--- config.mk ---
export PLATFORM = sky130hd
export DESIGN_NAME = fan_speed_control_tick_top
export DESIGN_NICKNAME = d
export VERILOG_FILES = /design/src/sv/fsc_pkg.sv /design/src/sv/fsc_serial_div.sv /design/src/sv/fan_speed_control_tick_top.sv
export SDC_FILE = /design/constraint.sdc
export NUM_CORES = 1
export LEC_CHECK = 0
export BUFFER_PORTS_ARGS = -buffer_cell sky130_fd_sc_hd__clkbuf_2
export CORE_MARGIN = 2
export CORE_UTILIZATION = 60
export CTS_CLUSTER_SIZE = 40
export DETAILED_ROUTE_END_ITERATION = 12
export MAX_ROUTING_LAYER = met4
export PLACE_DENSITY_LB_ADDON = 0.3
export SYNTH_ARGS = -nofsm -noshare
export SYNTH_HDL_FRONTEND = slang
export SYNTH_HIERARCHICAL = 1
export SYNTH_SLANG_ARGS = --single-unit
--- constraint.sdc ---
create_clock -name clock -period 20.1 [get_ports clock]
set_clock_uncertainty 0.15 [all_clocks]
set_input_delay 1.005 -clock clock [delete_from_list [all_inputs] [get_ports clock]]
set_output_delay 1.005 -clock clock [all_outputs]
set_load 0.02 [all_outputs]
--- src/sv/fsc_pkg.sv ---
// Package for the fan speed control tick block: widths, constants and
// register indexes for the top level; the serial divider uses its widths.
// Depends on nothing.
package fsc_pkg;

   // Depth of the moving average of accepted speeds.
   localparam int AVG_DEPTH = 20;

   localparam int SPEED_W  = 12;
   localparam int TACHO_W  = 16;
   localparam int TEMP_W   = 8;
   localparam int DIAL_W   = 8;
   localparam int PW_W     = 9;
   localparam int GAIN_W   = 8;

   localparam int SLOT_W   = (AVG_DEPTH > 1) ? $clog2(AVG_DEPTH) : 1;
   localparam int CNT_W    = $clog2(AVG_DEPTH + 1);
   localparam int SUM_W    = SPEED_W + $clog2(AVG_DEPTH + 1);

   // Target numerator is max_speed times a ramp step or a percentage.
   localparam int MULT_W   = 7;
   localparam int DIV_W    = (SPEED_W + MULT_W > SUM_W) ? SPEED_W + MULT_W : SUM_W;
   localparam int DVS_W    = 7;
   localparam int STEP_W   = $clog2(DIV_W + 1);

   localparam int PWM_PERIOD  = 500;
   localparam int RAMP_LOW    = 20;
   localparam int RAMP_HIGH   = 30;
   localparam int RAMP_SPAN   = RAMP_HIGH - RAMP_LOW;
   localparam int DIAL_STEP   = 7;
   localparam int DIAL_MAX_PC = 99;
   localparam int PC_SCALE    = 100;

   // Configuration port.
   localparam int CSR_IDX_W  = 3;
   localparam int CSR_DATA_W = 12;

   localparam logic [CSR_IDX_W-1:0] CSR_TARGET_SOURCE = 3'd0;
   localparam logic [CSR_IDX_W-1:0] CSR_MAX_SPEED     = 3'd1;
   localparam logic [CSR_IDX_W-1:0] CSR_CHANGE_LIMIT  = 3'd2;
   localparam logic [CSR_IDX_W-1:0] CSR_READING_LIMIT = 3'd3;
   localparam logic [CSR_IDX_W-1:0] CSR_GAIN_Q8       = 3'd4;

   localparam logic               RST_TARGET_SOURCE = 1'b1;
   localparam logic [SPEED_W-1:0] RST_MAX_SPEED     = 12'd2300;
   localparam logic [SPEED_W-1:0] RST_CHANGE_LIMIT  = 12'd3000;
   localparam logic [SPEED_W-1:0] RST_READING_LIMIT = 12'd3000;
   localparam logic [GAIN_W-1:0]  RST_GAIN_Q8       = 8'd51;

endpackage

--- src/sv/fsc_serial_div.sv ---
// Bit-serial restoring divider: one quotient bit per cycle, DIV_W quotient bits.
// Depends on fsc_pkg for the dividend and divisor widths.
module fsc_serial_div import fsc_pkg::*; (
   input  logic              clock,
   input  logic              reset,
   input  logic              start,
   input  logic [DIV_W-1:0]  dividend,
   input  logic [DVS_W-1:0]  divisor,
   output logic              busy,
   output logic [DIV_W-1:0]  quotient
);

   logic              busy_ff, busy_in;
   logic [STEP_W-1:0] step_ff, step_in;
   logic [DVS_W-1:0]  rem_ff, rem_in;
   logic [DVS_W-1:0]  dvs_ff, dvs_in;
   logic [DIV_W-1:0]  quo_ff, quo_in;
   logic [DVS_W:0]    trial;
   logic              fits;

   // The dividend shifts out of the top of quo_ff while quotient bits
   // shift in at the bottom.
   assign trial = {rem_ff, quo_ff[DIV_W-1]};
   assign fits  = trial >= {1'b0, dvs_ff};

   always_comb begin
      busy_in = busy_ff;
      step_in = step_ff;
      rem_in  = rem_ff;
      dvs_in  = dvs_ff;
      quo_in  = quo_ff;
      if (start) begin
         busy_in = 1'b1;
         step_in = '0;
         rem_in  = '0;
         dvs_in  = divisor;
         quo_in  = dividend;
      end else if (busy_ff) begin
         rem_in  = fits ? DVS_W'(trial - {1'b0, dvs_ff}) : trial[DVS_W-1:0];
         quo_in  = {quo_ff[DIV_W-2:0], fits};
         step_in = step_ff + 1'b1;
         if (step_ff == STEP_W'(DIV_W - 1)) begin
            busy_in = 1'b0;
         end
      end
   end

   always_ff @(posedge clock) begin
      if (reset) begin
         busy_ff <= 1'b0;
         step_ff <= '0;
      end else begin
         busy_ff <= busy_in;
         step_ff <= step_in;
      end
      rem_ff <= rem_in;
      dvs_ff <= dvs_in;
      quo_ff <= quo_in;
   end

   assign busy     = busy_ff;
   assign quotient = quo_ff;

endmodule

--- src/sv/fan_speed_control_tick_top.sv ---
// Top level of the fan speed control tick: tachometer filter, target,
// proportional drive and moving average. Depends on fsc_pkg and fsc_serial_div.
//
//   channel  direction  handshake            payload
//   req_     in         req_valid/req_ready  tacho_reading, temperature, dial_position
//   rsp_     out        rsp_valid/rsp_ready  pulse_width, target_speed,
//                                            accepted_speed, smoothed_speed
//   csr_     in         csr_valid/csr_ready  csr_index, csr_data
//
// Each word is accepted in idle, then passes the filter, update, divide and
// finish states before its result enters the output register; the two
// bit-serial dividers run side by side for the target and the average. The next
// word is taken while a result still waits in the output register, but its
// finish state holds until the output register is free. Reset clears the
// control state, the configuration to its defaults and the history count;
// history entries are only used once written, so the memory needs no clearing pass.
module fan_speed_control_tick_top import fsc_pkg::*; (
   input  logic                   clock,
   input  logic                   reset,
   input  logic                   req_valid,
   output logic                   req_ready,
   input  logic [TACHO_W-1:0]     req_tacho_reading,
   input  logic signed [TEMP_W-1:0] req_temperature,
   input  logic [DIAL_W-1:0]      req_dial_position,
   output logic                   rsp_valid,
   input  logic                   rsp_ready,
   output logic [PW_W-1:0]        rsp_pulse_width,
   output logic [SPEED_W-1:0]     rsp_target_speed,
   output logic [SPEED_W-1:0]     rsp_accepted_speed,
   output logic [SPEED_W-1:0]     rsp_smoothed_speed,
   input  logic                   csr_valid,
   output logic                   csr_ready,
   input  logic [CSR_IDX_W-1:0]   csr_index,
   input  logic [CSR_DATA_W-1:0]  csr_data
);

   typedef enum logic [2:0] {
      ST_IDLE,
      ST_FILTER,
      ST_UPDATE,
      ST_DIVIDE,
      ST_FINISH
   } state_type;

   state_type state_ff, state_in;

   // Configuration.
   logic               src_ff, src_in;
   logic [SPEED_W-1:0] max_ff, max_in;
   logic [SPEED_W-1:0] change_ff, change_in;
   logic [SPEED_W-1:0] rlimit_ff, rlimit_in;
   logic [GAIN_W-1:0]  gain_ff, gain_in;

   // Captured input word.
   logic [TACHO_W-1:0]       tacho_ff, tacho_in;
   logic signed [TEMP_W-1:0] temp_ff, temp_in;
   logic [DIAL_W-1:0]        dial_ff, dial_in;

   // Controller state.
   logic [SPEED_W-1:0] cur_ff, cur_in;
   logic [CNT_W-1:0]   count_ff, count_in;
   logic [SLOT_W-1:0]  slot_ff, slot_in;
   logic [SUM_W-1:0]   sum_ff, sum_in;
   logic [DIV_W-1:0]   prod_ff, prod_in;
   logic [DVS_W-1:0]   tdvs_ff, tdvs_in;

   // Output register.
   logic               rsp_valid_ff, rsp_valid_in;
   logic [PW_W-1:0]    pw_ff, pw_in;
   logic [SPEED_W-1:0] tgt_ff, tgt_in;
   logic [SPEED_W-1:0] acc_ff, acc_in;
   logic [SPEED_W-1:0] avg_ff, avg_in;

   // History memory.
   logic [SPEED_W-1:0] hist_mem [AVG_DEPTH];
   logic [SPEED_W-1:0] hist_rd_ff;

   // Datapath helpers.
   logic [TACHO_W-1:0] cur_wide;
   logic [TACHO_W-1:0] diff;
   logic               take_reading;
   logic [TEMP_W-1:0]  t_off;
   logic [MULT_W-1:0]  temp_mult;
   logic [10:0]        pc_raw;
   logic [MULT_W-1:0]  dial_mult;
   logic [MULT_W-1:0]  mult;
   logic               full;
   logic [SPEED_W-1:0] tgt_now;
   logic [SPEED_W-1:0] err;
   logic [GAIN_W+SPEED_W-1:0] drive_full;
   logic [SPEED_W-1:0] drive_q;
   logic [PW_W-1:0]    drive_sat;

   // Divider connections.
   logic               div_start;
   logic               tdiv_busy, adiv_busy;
   logic [DIV_W-1:0]   tdiv_quo, adiv_quo;

   assign req_ready = (state_ff == ST_IDLE);
   assign csr_ready = 1'b1;
   assign div_start = (state_ff == ST_UPDATE);

   // Plausibility filter on the raw tachometer reading.
   assign cur_wide     = {{(TACHO_W-SPEED_W){1'b0}}, cur_ff};
   assign diff         = (tacho_ff > cur_wide) ? tacho_ff - cur_wide : cur_wide - tacho_ff;
   assign take_reading = (diff < {{(TACHO_W-SPEED_W){1'b0}}, change_ff}) &&
                         (tacho_ff < {{(TACHO_W-SPEED_W){1'b0}}, rlimit_ff});

   // Ramp step 0..RAMP_SPAN; with divisor RAMP_SPAN the top step gives max exactly.
   assign t_off = 8'(temp_ff) - 8'(RAMP_LOW);
   always_comb begin
      if (temp_ff <= RAMP_LOW) begin
         temp_mult = '0;
      end else if (temp_ff >= RAMP_HIGH) begin
         temp_mult = MULT_W'(RAMP_SPAN);
      end else begin
         temp_mult = t_off[MULT_W-1:0];
      end
   end

   assign pc_raw    = 11'(dial_ff) * 11'(DIAL_STEP);
   assign dial_mult = (pc_raw > 11'(DIAL_MAX_PC)) ? MULT_W'(DIAL_MAX_PC)
                                                 : pc_raw[MULT_W-1:0];
   assign mult      = src_ff ? temp_mult : dial_mult;

   // History bookkeeping.
   assign full = (count_ff == CNT_W'(AVG_DEPTH));

   // Proportional drive from the target quotient.
   assign tgt_now    = tdiv_quo[SPEED_W-1:0];
   assign err        = tgt_now - cur_ff;
   assign drive_full = (GAIN_W+SPEED_W)'(gain_ff) * (GAIN_W+SPEED_W)'(err);
   assign drive_q    = drive_full[GAIN_W+SPEED_W-1:GAIN_W];
   always_comb begin
      if (tgt_now <= cur_ff) begin
         drive_sat = '0;
      end else if (drive_q > SPEED_W'(PWM_PERIOD)) begin
         drive_sat = PW_W'(PWM_PERIOD);
      end else begin
         drive_sat = drive_q[PW_W-1:0];
      end
   end

   always_comb begin
      state_in     = state_ff;
      src_in       = src_ff;
      max_in       = max_ff;
      change_in    = change_ff;
      rlimit_in    = rlimit_ff;
      gain_in      = gain_ff;
      tacho_in     = tacho_ff;
      temp_in      = temp_ff;
      dial_in      = dial_ff;
      cur_in       = cur_ff;
      count_in     = count_ff;
      slot_in      = slot_ff;
      sum_in       = sum_ff;
      prod_in      = prod_ff;
      tdvs_in      = tdvs_ff;
      rsp_valid_in = rsp_valid_ff;
      pw_in        = pw_ff;
      tgt_in       = tgt_ff;
      acc_in       = acc_ff;
      avg_in       = avg_ff;

      if (rsp_valid_ff && rsp_ready) begin
         rsp_valid_in = 1'b0;
      end

      if (csr_valid) begin
         case (csr_index)
            CSR_TARGET_SOURCE: src_in    = csr_data[0];
            CSR_MAX_SPEED:     max_in    = csr_data[SPEED_W-1:0];
            CSR_CHANGE_LIMIT:  change_in = csr_data[SPEED_W-1:0];
            CSR_READING_LIMIT: rlimit_in = csr_data[SPEED_W-1:0];
            CSR_GAIN_Q8:       gain_in   = csr_data[GAIN_W-1:0];
            default: ;
         endcase
      end

      case (state_ff)
         ST_IDLE: begin
            if (req_valid) begin
               tacho_in = req_tacho_reading;
               temp_in  = req_temperature;
               dial_in  = req_dial_position;
               state_in = ST_FILTER;
            end
         end
         ST_FILTER: begin
            if (take_reading) begin
               cur_in = tacho_ff[SPEED_W-1:0];
            end
            prod_in  = DIV_W'(max_ff) * DIV_W'(mult);
            tdvs_in  = src_ff ? DVS_W'(RAMP_SPAN) : DVS_W'(PC_SCALE);
            state_in = ST_UPDATE;
         end
         ST_UPDATE: begin
            // The oldest entry leaves the sum only once the history is full.
            sum_in   = sum_ff - (full ? SUM_W'(hist_rd_ff) : '0) + SUM_W'(cur_ff);
            count_in = full ? count_ff : count_ff + 1'b1;
            slot_in  = (slot_ff == SLOT_W'(AVG_DEPTH - 1)) ? '0 : slot_ff + 1'b1;
            state_in = ST_DIVIDE;
         end
         ST_DIVIDE: begin
            if (!tdiv_busy && !adiv_busy) begin
               state_in = ST_FINISH;
            end
         end
         ST_FINISH: begin
            if (!rsp_valid_ff || rsp_ready) begin
               rsp_valid_in = 1'b1;
               pw_in        = drive_sat;
               tgt_in       = tgt_now;
               acc_in       = cur_ff;
               avg_in       = adiv_quo[SPEED_W-1:0];
               state_in     = ST_IDLE;
            end
         end
         default: state_in = ST_IDLE;
      endcase
   end

   always_ff @(posedge clock) begin
      if (reset) begin
         state_ff     <= ST_IDLE;
         src_ff       <= RST_TARGET_SOURCE;
         max_ff       <= RST_MAX_SPEED;
         change_ff    <= RST_CHANGE_LIMIT;
         rlimit_ff    <= RST_READING_LIMIT;
         gain_ff      <= RST_GAIN_Q8;
         cur_ff       <= '0;
         count_ff     <= '0;
         slot_ff      <= '0;
         sum_ff       <= '0;
         rsp_valid_ff <= 1'b0;
      end else begin
         state_ff     <= state_in;
         src_ff       <= src_in;
         max_ff       <= max_in;
         change_ff    <= change_in;
         rlimit_ff    <= rlimit_in;
         gain_ff      <= gain_in;
         cur_ff       <= cur_in;
         count_ff     <= count_in;
         slot_ff      <= slot_in;
         sum_ff       <= sum_in;
         rsp_valid_ff <= rsp_valid_in;
      end
      tacho_ff <= tacho_in;
      temp_ff  <= temp_in;
      dial_ff  <= dial_in;
      prod_ff  <= prod_in;
      tdvs_ff  <= tdvs_in;
      pw_ff    <= pw_in;
      tgt_ff   <= tgt_in;
      acc_ff   <= acc_in;
      avg_ff   <= avg_in;
   end

   // The entry about to be replaced is read in the filter state, the cycle before its write.
   always_ff @(posedge clock) begin
      if (state_ff == ST_FILTER) begin
         hist_rd_ff <= hist_mem[slot_ff];
      end
      if (state_ff == ST_UPDATE) begin
         hist_mem[slot_ff] <= cur_ff;
      end
   end

   fsc_serial_div u_target_div (
      .clock    (clock),
      .reset    (reset),
      .start    (div_start),
      .dividend (prod_ff),
      .divisor  (tdvs_ff),
      .busy     (tdiv_busy),
      .quotient (tdiv_quo)
   );

   fsc_serial_div u_average_div (
      .clock    (clock),
      .reset    (reset),
      .start    (div_start),
      .dividend (DIV_W'(sum_in)),
      .divisor  (DVS_W'(count_in)),
      .busy     (adiv_busy),
      .quotient (adiv_quo)
   );

   assign rsp_valid          = rsp_valid_ff;
   assign rsp_pulse_width    = pw_ff;
   assign rsp_target_speed   = tgt_ff;
   assign rsp_accepted_speed = acc_ff;
   assign rsp_smoothed_speed = avg_ff;

   // No new word may enter while either divider is still working.
   a_no_accept_while_dividing: assert property (@(posedge clock) disable iff (reset)
      (tdiv_busy || adiv_busy) |-> !req_ready)
      else $error("input ready while a divider is busy");

   // The history count saturates at the averaging depth.
   a_count_bounded: assert property (@(posedge clock) disable iff (reset)
      count_ff <= CNT_W'(AVG_DEPTH))
      else $error("history count beyond depth");

   // The accepted speed changes only in the filter step.
   a_speed_changes_in_filter: assert property (@(posedge clock) disable iff (reset)
      !$stable(cur_ff) |-> $past(state_ff == ST_FILTER))
      else $error("accepted speed changed outside the filter step");

   // A result appears only from the final step of a word.
   a_result_from_finish: assert property (@(posedge clock) disable iff (reset)
      $rose(rsp_valid_ff) |-> $past(state_ff == ST_FINISH))
      else $error("result raised outside the final step");

endmodule

# [Yosys cells after proc, flatten, opt, wreduce, memory -nomap -nowiden]
# Memories as Yosys holds them, arrays and structs flattened. A register that Yosys moved wholly into a read port is not among the register bits.
# Cells that the tools add are included.
[totals] register_bits=267 mem_bits_rw=240 input_bits=52 wordCells=128 n_memories=1
[mem_list] memory="hist_mem" words=20 width=12 read_ports=1 rd_ports_with_merged_regs=1 write_ports=1 line_no="fan_speed_control_tick_top.sv:75" source="logic [SPEED_W-1:0] hist_mem [AVG_DEPTH];"
[op_classes] add_sub_neg=12 mul=3 magnitude_cmp=10 n_eq_ne=15 muxes=33 reduce_logical=22
[op_table] cell="17-bit 2-to-1 mux" n=3
[op_table] cell="7-bit 2-to-1 mux" n=7
[op_table] cell="19-bit 2-to-1 mux" n=2
[op_table] cell="16-bit by 12-bit < comparator with 1-bit output" n=2
[op_table] cell="5-bit by 1-bit adder with 5-bit output, second input constant" n=4
[op_table] cell="5-bit equality test, second input constant" n=4
[op_table] cell="8-bit by 12-bit multiplier with 20-bit output" n=1
[op_table] cell="12-bit by 7-bit multiplier with 19-bit output" n=1
[op_table] cell="17-bit by 12-bit adder with 17-bit output" n=1
[op_table] cell="17-bit by 12-bit subtractor with 17-bit output" n=1
[op_table] cell="16-bit by 12-bit greater-than comparator with 1-bit output" n=1
[op_table] cell="16-bit 2-to-1 mux" n=1
[op_table] cell="2-bit AND reduction" n=8
[op_table] cell="12-bit by 16-bit subtractor with 16-bit output" n=1
[op_table] cell="16-bit by 12-bit subtractor with 16-bit output" n=1
[op_table] cell="5-bit 2-to-1 mux" n=3
[op_table] cell="3-bit case mux with 5 select lines" n=1
[op_table] cell="3-bit by 2-bit equality test with 1-bit output, second input constant" n=4
[op_table] cell="12-bit by 9-bit greater-than comparator with 1-bit output, second input constant" n=1
[op_table] cell="12-bit less-or-equal comparator" n=1
[op_table] cell="12-bit 2-to-1 mux" n=1
[op_table] cell="12-bit subtractor" n=1
[op_table] cell="11-bit by 7-bit greater-than comparator with 1-bit output, second input constant" n=1
[op_table] cell="8-bit by 3-bit multiplier with 11-bit output, second input constant" n=1
[op_table] cell="20 further kinds" n=43

# [Depth between registers and ports, before layout]
# Gate-level depths: netlist of run 1.
[logic_depth] ltp_word=6 mapped_depth=30 depth_no_buf=29

# [Cells and area by module]
# Netlist of run 1, hierarchy kept.
[by_module_without_submodules] module="fan_speed_control_tick_top" instances=1 cells_each=2120 area_per_inst_um2=25674.6 seq_area_each_um2=12271.8
[by_module_without_submodules] module="fsc_serial_div" instances=2 cells_each=176 area_per_inst_um2=2084.5 seq_area_each_um2=1041.0

# [Least setup slack after synthesis of run 1]
# OpenSTA, ideal clock, no wires.
[synth_timing] path_kind="register -> register" startpoint="register dial_ff[0]" endpoint="register prod_ff[17] (data pin)" setup_ps=258 t_arrival_ps=6956 setup_slack_ps=12737 path_stages_with_launch=29 path_buffers=1 period_less_slack_ps=7363 cell_sequence="edfxtp_1 -> fa_1 -> ha_1 -> fa_1 -> xor2_1 -> a2111oi_0 -> o311ai_1 -> o211ai_1 -> and4b_4 -> a21oi_1 -> a21oi_2 -> buf_2 -> nand2b_1 -> fa_1 -> fa_1 -> inv_1 -> fa_1 -> inv_1 -> fa_1 -> inv_1 -> ha_1 -> o21ai_0 -> nand2b_1 -> nand2_1 -> o21ai_0 -> o41ai_1 -> o2111ai_1 -> a21oi_1 -> xnor2_1"
[synth_via] elab_chain_cells=5
[synth_lines] item="start: declaration" line_no="fan_speed_control_tick_top.sv:57" source="logic [DIAL_W-1:0] dial_ff, dial_in;"
[synth_lines] item="start signal: assignment" line_no="fan_speed_control_tick_top.sv:252" source="dial_ff <= dial_in;"
[synth_lines] item="8-bit by 3-bit multiplier with 11-bit output (*)" line_no="fan_speed_control_tick_top.sv:121" source="assign pc_raw = 11'(dial_ff) * 11'(DIAL_STEP);"
[synth_lines] item="11-bit by 7-bit greater-than comparator with 1-bit output" line_no="fan_speed_control_tick_top.sv:122" source="assign dial_mult = (pc_raw > 11'(DIAL_MAX_PC)) ? MULT_W'(DIAL_MAX_PC)"
[synth_lines] item="7-bit 2-to-1 mux (*)" line_no="fan_speed_control_tick_top.sv:122"
[synth_lines] item="7-bit 2-to-1 mux (*)" line_no="fan_speed_control_tick_top.sv:124" source="assign mult = src_ff ? temp_mult : dial_mult;"
[synth_lines] item="12-bit by 7-bit multiplier with 19-bit output (*)" line_no="fan_speed_control_tick_top.sv:194" source="prod_in = DIV_W'(max_ff) * DIV_W'(mult);"
[synth_lines] item="end signal: assignment" line_no="fan_speed_control_tick_top.sv:253" source="prod_ff <= prod_in;"
[synth_lines] item="end: declaration" line_no="fan_speed_control_tick_top.sv:64" source="logic [DIV_W-1:0] prod_ff, prod_in;"
# Every way passes the cells marked *; elsewhere a longest branch is shown, timed or not.
# A chain may end at the register's enable or synchronous reset.

# [Worst setup path after layout of run 1]
# Ends and elaborated chain as after synthesis.

==> flow_summary.yaml, run 1 <==
outcome:
  outcome: "finished clean"
timing:
  hold_viol: 0
  setup_viol: 0
  slew_headroom: 0.158
  worst_slew_pin_slew_ns: 1.26
  post-route-period-util: 0.407
  max_freq_mhz: 122
  rsz0062_at_grt: "no"
  whs_ns: 0.302
  slew_violations: 0
  fin_crit_ns: 8.19
  finalSetupTns_ns: 0
global_route:
  track_usage: 0.272
  globalRouteOverflowTotal: 0
  grt_max_degree: 89
  antenna_found_initial: 1
  first_global_vias: 19000
  grt_pass1_wl_mm: 105
synth:
  syn_inst: 2472
  synth-seq-cells: 516
  synth.cell_area_um2: 29800
  ys_warn_count: 6
  synth_flop_cell: "edfxtp_1"
  async_reset_ff_frac: 0
  avgSynthCellArea_um2: 12.1
  ys_seq_area_frac: 0.481
  ys_types: 95
  synth_edf_count: 402
setup_path:
  cpPeakStageDelay_ns: 0.57
  worst-setup-path-type: "flip-flop to flip-flop"
  r2r_setup_slack_ns: 11.91
  cp-start-kind: "flip-flop"
  timing.rr.start: "dial_ff[0]$_DFFE_PP_"
  critPathArrivalTime_ns: 8.40
  cp_max_fo: 12
  reg2regPathDepth: 27
  cp_data_required_time_ns: 20.31
  startpoint: "dial_ff[0]$_DFFE_PP_"
  end_kind: "flip-flop"
  crit_path_top_delay_cell: "a2111oi_0"
  cpMostUsedCell: "fa_1"
  rr_endpoint: "prod_ff[17]$_DFFE_PP_"
cts:
  clockBufferDepth: 3
  cts_resized: 0
  clk_pin_slew_ns: 0.07
  cts_buffers: 52
  ctsRootBufferMaster: "clkbuf_16"
  clock_latency_ns: 0.63
  cts_sinks: 516
  cts_setup_buffers: 0
  hold_buffers: 0
  cts_tree: "built"
  htree_levels: 2
floorplan:
  dieArea_um2: 51500
  rows: 81
  die-width_um: 227
  die-height_um: 227
  io_pins: 100
  start_util: 0.608
  core_um2: 49100
placement:
  place_hpwl_mm: 45.9
  place.gp.congestion: 0.880
  portBuffers: 98
  dp_cells: 3168
route:
  drc_errors: 0
  postRouteWirelength_mm: 66.3
  drt_first_pass_iters: 5
  viasPerCell: 5.85
  vias: 19100
  wl_per_cell_um: 20.3
  initialDrtViolationCount: 1510
  ant_nets: 0
pwr:
  vdd_drop_max_uv: 150
  pwr-share-clk: 0.279
  switchingPower_w: 0.00122
  p_int_w: 0.00237
  power_density_nw_per_um2: 110
  sequentialPowerShare: 0.355
  p_sw_frac: 0.340
  combPwrFrac: 0.366
  leakagePower_nw: 13.0
layout:
  fill_cells: 3643
  utilization: 0.667
  drive_gt1_frac: 0.134
  n_antenna_cell: 0
  syn2layout_area_growth_pct: 9.70
  final_cells: 3265
  fin_nets: 2930
worst_hold_path:
  hold_end: "rsp_smoothed_speed[1]$_DFFE_PP_"
  hold_depth: 0
  min_from: "u_average_div/quotient[1]$_DFFE_PP_"
  hold_path.class: "flip-flop to flip-flop"
job:
  cap_violations: 0
cell families after synthesis:
kind of cell	Yosys count	share of synthesized area
adder cells (fa/ha/maj)	320	0.168
other	2	0.000252
XOR/XNOR	78	0.0229
AO/OA/AOI/OAI	328	0.0760
AND/OR/NAND/NOR	728	0.130
flip-flops	516	0.481
buffers and inverters	354	0.0467
multiplexers	146	0.0759
metal layers:
metal	part of all wire	GRT usage
met1	0.43	0.368
met2	0.48	0.437
met3	0.056	0.0332
met4	0.026	0.0776
met5	0	-
final cells by class:
| class | instances | area [µm²] | share of cell area |
|---|---|---|---|
| Sequential cell | 516 | 14400 | 0.439 |
| Multi-Input combinational cell | 1607 | 14100 | 0.432 |
| Clock buffer | 62 | 1370 | 0.0418 |
| Inverter | 266 | 1000 | 0.0306 |
| Tap cell | 664 | 831 | 0.0254 |
| Timing Repair Buffer | 115 | 621 | 0.0190 |
| Clock inverter | 35 | 428 | 0.0131 |
layout by cell type, fill, tap and decap left out, drive strengths merged, types with 8 or more instances in the layout:
cell / count
mux2: 43
o21bai: 8
a22oi: 12
edfxtp: 402
nand2b: 58
o21a: 11
xor2: 31
and3: 12
o21ai: 71
a211o: 12
and2: 118
clkinv: 26
inv: 267
buf: 18
mux2i: 43
nand3b: 26
nand2: 239
nor2b: 60
ha: 187
mux4: 60
nor2: 81
nor3b: 16
clkbuf: 159
nand4: 19
fa: 133
a31oi: 12
nor3: 35
a21o: 24
dfxtp: 114
xnor2: 47
a21oi: 86
nand3: 23
a211oi: 15
sequential cells by signal (all words and copies together), names as in the netlist, 7 cells and up:
signal / count
rsp_target_speed: 12
u_average_div/dvs_ff: 7
rsp_pulse_width: 9
sum_ff: 17
rlimit_ff: 12
temp_ff: 8
u_average_div/quotient: 19
rsp_smoothed_speed: 12
u_target_div/rem_ff: 7
rsp_accepted_speed: 12
gain_ff: 8
max_ff: 12
hist_mem: 240
u_average_div/rem_ff: 7
dial_ff: 8
prod_ff: 19
change_ff: 12
tacho_ff: 16
u_target_div/dvs_ff: 7
u_target_div/quotient: 19
cur_ff: 12
hist_rd_ff: 12
worst max-delay path by stage:
stage                                                  end  slack (ns)  cells after the start
final                                prod_ff[17]$_DFFE_PP_       11.91                     27
after global routing      rsp_pulse_width[0]$_SDFFCE_PP0P_       11.34                     27
after CTS                 rsp_pulse_width[0]$_SDFFCE_PP0P_       11.91                     27
after detailed placement             prod_ff[17]$_DFFE_PP_       11.97                     27
after global placement               prod_ff[17]$_DFFE_PP_       12.16                     27
after floorplan                      prod_ff[17]$_DFFE_PP_       12.74                     28
power groups by stage:
stage,registers (W),clock network [W],logic (W)
after global routing,0.00128,0.00106,0.00149
after global placement,0.00130,0,0.00127
final,0.00128,0.00100,0.00132
after CTS,0.00128,0.00102,0.00132
after detailed placement,0.00130,0,0.00131
after floorplan,0.00128,0,0.00105
critical path: cells and delay by family, from the launching register on:
kind	cells	cell delay, ns
AOI/OAI and AO/OA	9	2.58
DFF	1	0.48
and+or+nand+nor	5	0.78
adders and majority gates	8	3.56
buffers and inverters	3	0.14
xor gates and xnor gates	2	0.27
per-stage QoR:
step	area, µm²	setup slack, ns	power (W)
detailed placement	30900	11.97	0.00261
global placement	30900	12.16	0.00257
finish	32700	11.91	0.00360
global route	32700	11.34	0.00383
floorplan	29900	12.74	0.00233
CTS	32700	11.91	0.00362
Yosys cell counts, types with 56 or more instances:
master	instances	area (µm²)
clkbuf_1	56	210
mux4_2	60	1350
dfxtp_1	114	2280
nand2_1	239	897
o21ai_0	62	310
edfxtp_1	402	12100
and2_1	118	738
inv_1	265	995
ha_1	187	2340
nor2b_1	60	375
nor2_1	81	304
fa_1	133	2660
a21oi_1	81	405
nand2b_1	58	363
Note: power is estimated with default switching activity, not from simulation.
==> run 2, diff against run 1 <==
- CORE_UTILIZATION: 60 -> 57
- clock period: 20.1 -> 7.3 ns (I/O delays scaled with it)
==> run 2 against run 1 <==
  * Critical path type unchanged
  * Non-clock buffer count rose by 107
  * Combinational power rose to 3.0 times the previous value
  * Highest routed layer unchanged
  * Design area rose by 4.1%
==> flow_summary.yaml, run 2 (synthesis gave the netlist of run 1 again) <==
outcome:
  outcome: "finished clean"
global_route:
  grt_busiest_layer: "met2"
  track_usage: 0.256
  grt_max_degree: 114
  globalRouteOverflowTotal: 0
  antenna_found_initial: 1
  grt_use_met3: 0.0344
  first_global_vias: 19400
  grtUsageMet1: 0.347
  grt_pass1_wl_mm: 105
  met2_usage: 0.406
route:
  initialDrtViolationCount: 1591
  drc_errors: 0
  vias: 19400
  wl_per_cell_um: 19.9
  drt_first_pass_iters: 5
  ant_nets: 0
  postRouteWirelength_mm: 67.3
  viasPerCell: 5.73
setup_path:
  timing.rr.start: "dial_ff[1]$_DFFE_PP_"
  crit_path_top_delay_cell: "fa_1"
  worst-setup-path-type: "flip-flop to flip-flop"
  cpPeakStageDelay_ns: 0.57
  cp_max_fo: 6
  r2r_setup_slack_ns: 0.09
  critPathBufInv: 8
  rr_endpoint: "prod_ff[18]$_DFFE_PP_"
  cp_data_required_time_ns: 7.49
  cpMostUsedCell: "fa_1"
  critPathArrivalTime_ns: 7.40
  cpLargestDelayFamily: "adder cells"
  end_kind: "flip-flop"
  cp-start-kind: "flip-flop"
  reg2regPathDepth: 31
cts:
  cts_tree: "built"
  ctsRootBufferMaster: "clkbuf_16"
  clock_latency_ns: 0.62
  htree_levels: 2
  cts_buffers: 52
  clockBufferDepth: 3
  cts_sinks: 516
  clk_pin_slew_ns: 0.06
timing:
  rsz0062_at_grt: "yes"
  post-route-period-util: 0.988
  slew_headroom: 0.269
  slew_violations: 0
  fin_crit_ns: 7.21
  setup_viol: 0
  max_freq_mhz: 139
  hold_viol: 0
  worst_slew_pin_slew_ns: 1.10
layout:
  fin_nets: 3037
  utilization: 0.661
  final_cell_mix: "edfxtp_1 (402), inv_1 (254), nand2_1 (235), ha_1 (176), fa_1 (131)"
  syn2layout_area_growth_pct: 14.1
  fill_cells: 3804
  mostFrequentLayoutCell: "edfxtp_1"
  drive_gt1_frac: 0.176
  top_register: "hist_mem"
  regArea_um2: 14400
  final_cells: 3390
  largest_register_ffs: 240
  multi_input_area_um2: 14600
pwr:
  vdd_drop_max_uv: 375
  leakagePower_nw: 13.5
  power_w: 0.0101
  power_density_nw_per_um2: 296
floorplan:
  die-height_um: 233
  die-width_um: 233
  rows: 83
  core_um2: 51500
  dieArea_um2: 54200
  start_util: 0.579
  io_pins: 100
placement:
  place_hpwl_mm: 46.4
  portBuffers: 98
  dp_cells: 3228
  place.gp.congestion: 0.864
job:
  cap_violations: 0
worst_hold_path:
  hold_end: "src_ff$_SDFFE_PP1P_"
  hold_path.class: "input pin to flip-flop"
  hold_depth: 4
  min_from: "csr_index[0]"
==> run 2: worst max path at each step <==
stage / startpoint / to / slack, ns / depth (start not counted)
3_5_place_dp: dial_ff[1]$_DFFE_PP_ / prod_ff[17]$_DFFE_PP_ / -0.19 / 28
2_1_floorplan: dial_ff[0]$_DFFE_PP_ / prod_ff[17]$_DFFE_PP_ / 0.07 / 28
3_3_place_gp: dial_ff[1]$_DFFE_PP_ / prod_ff[17]$_DFFE_PP_ / -0.02 / 28
6_report: dial_ff[1]$_DFFE_PP_ / prod_ff[18]$_DFFE_PP_ / 0.09 / 31
5_1_grt: dial_ff[1]$_DFFE_PP_ / prod_ff[17]$_DFFE_PP_ / -0.09 / 28
4_1_cts: dial_ff[0]$_DFFE_PP_ / prod_ff[18]$_DFFE_PP_ / 0.002 / 28
==> run 2: layer usage <==
metal / wire length [µm] / share of wire
met1: 29400 / 0.44
met2: 32000 / 0.48
met3: 4010 / 0.059
met4: 1870 / 0.028
met5: 0 / 0
==> run 2: timing repair <==
action | CTS | global route
hold buffers | 46 | 0
setup buffers | 2 | 15
gates resized for setup | 4 | 98
setup endpoints to repair | 4 | 15
hold endpoints to repair | 79 | 0
pin swaps | 7 | 72
==> run 2: power by group <==
group | internal, W | switching, W
sequential | 0.00339 | 0.000118
clock | 0.00145 | 0.00117
combinational | 0.00178 | 0.00215
total | 0.00663 | 0.00344
==> run 2: tightest hold or removal path: cells and delay by family <==
kind | cells | cell delay [ns]
AO/OA/AOI/OAI | 2 | 0.27
buffers and inverters | 1 | 0.14
AND/OR/NAND/NOR | 1 | 0.08
==> run 2: cell type report <==
class,count,share of cell area
Clock buffer,59,0.0396
Tap cell,680,0.0250
Multi-Input combinational cell,1607,0.428
Timing Repair Buffer,222,0.0463
Sequential cell,516,0.421
Clock inverter,39,0.00995
Inverter,266,0.0294
Antenna cell,1,0.0000735
==> run 2: stage by stage <==
stage	setup slack, ns	setup TNS [ns]	hold WS, ns	instance area (µm²)
floorplan	0.0747	0	0.271	29900
global placement	-0.0233	-0.0233	0.280	31300
detailed placement	-0.188	-0.544	0.291	31300
CTS	0.00167	0	0.108	33500
global route	-0.0864	-0.237	0.140	34100
finish	0.0897	0	0.142	34100
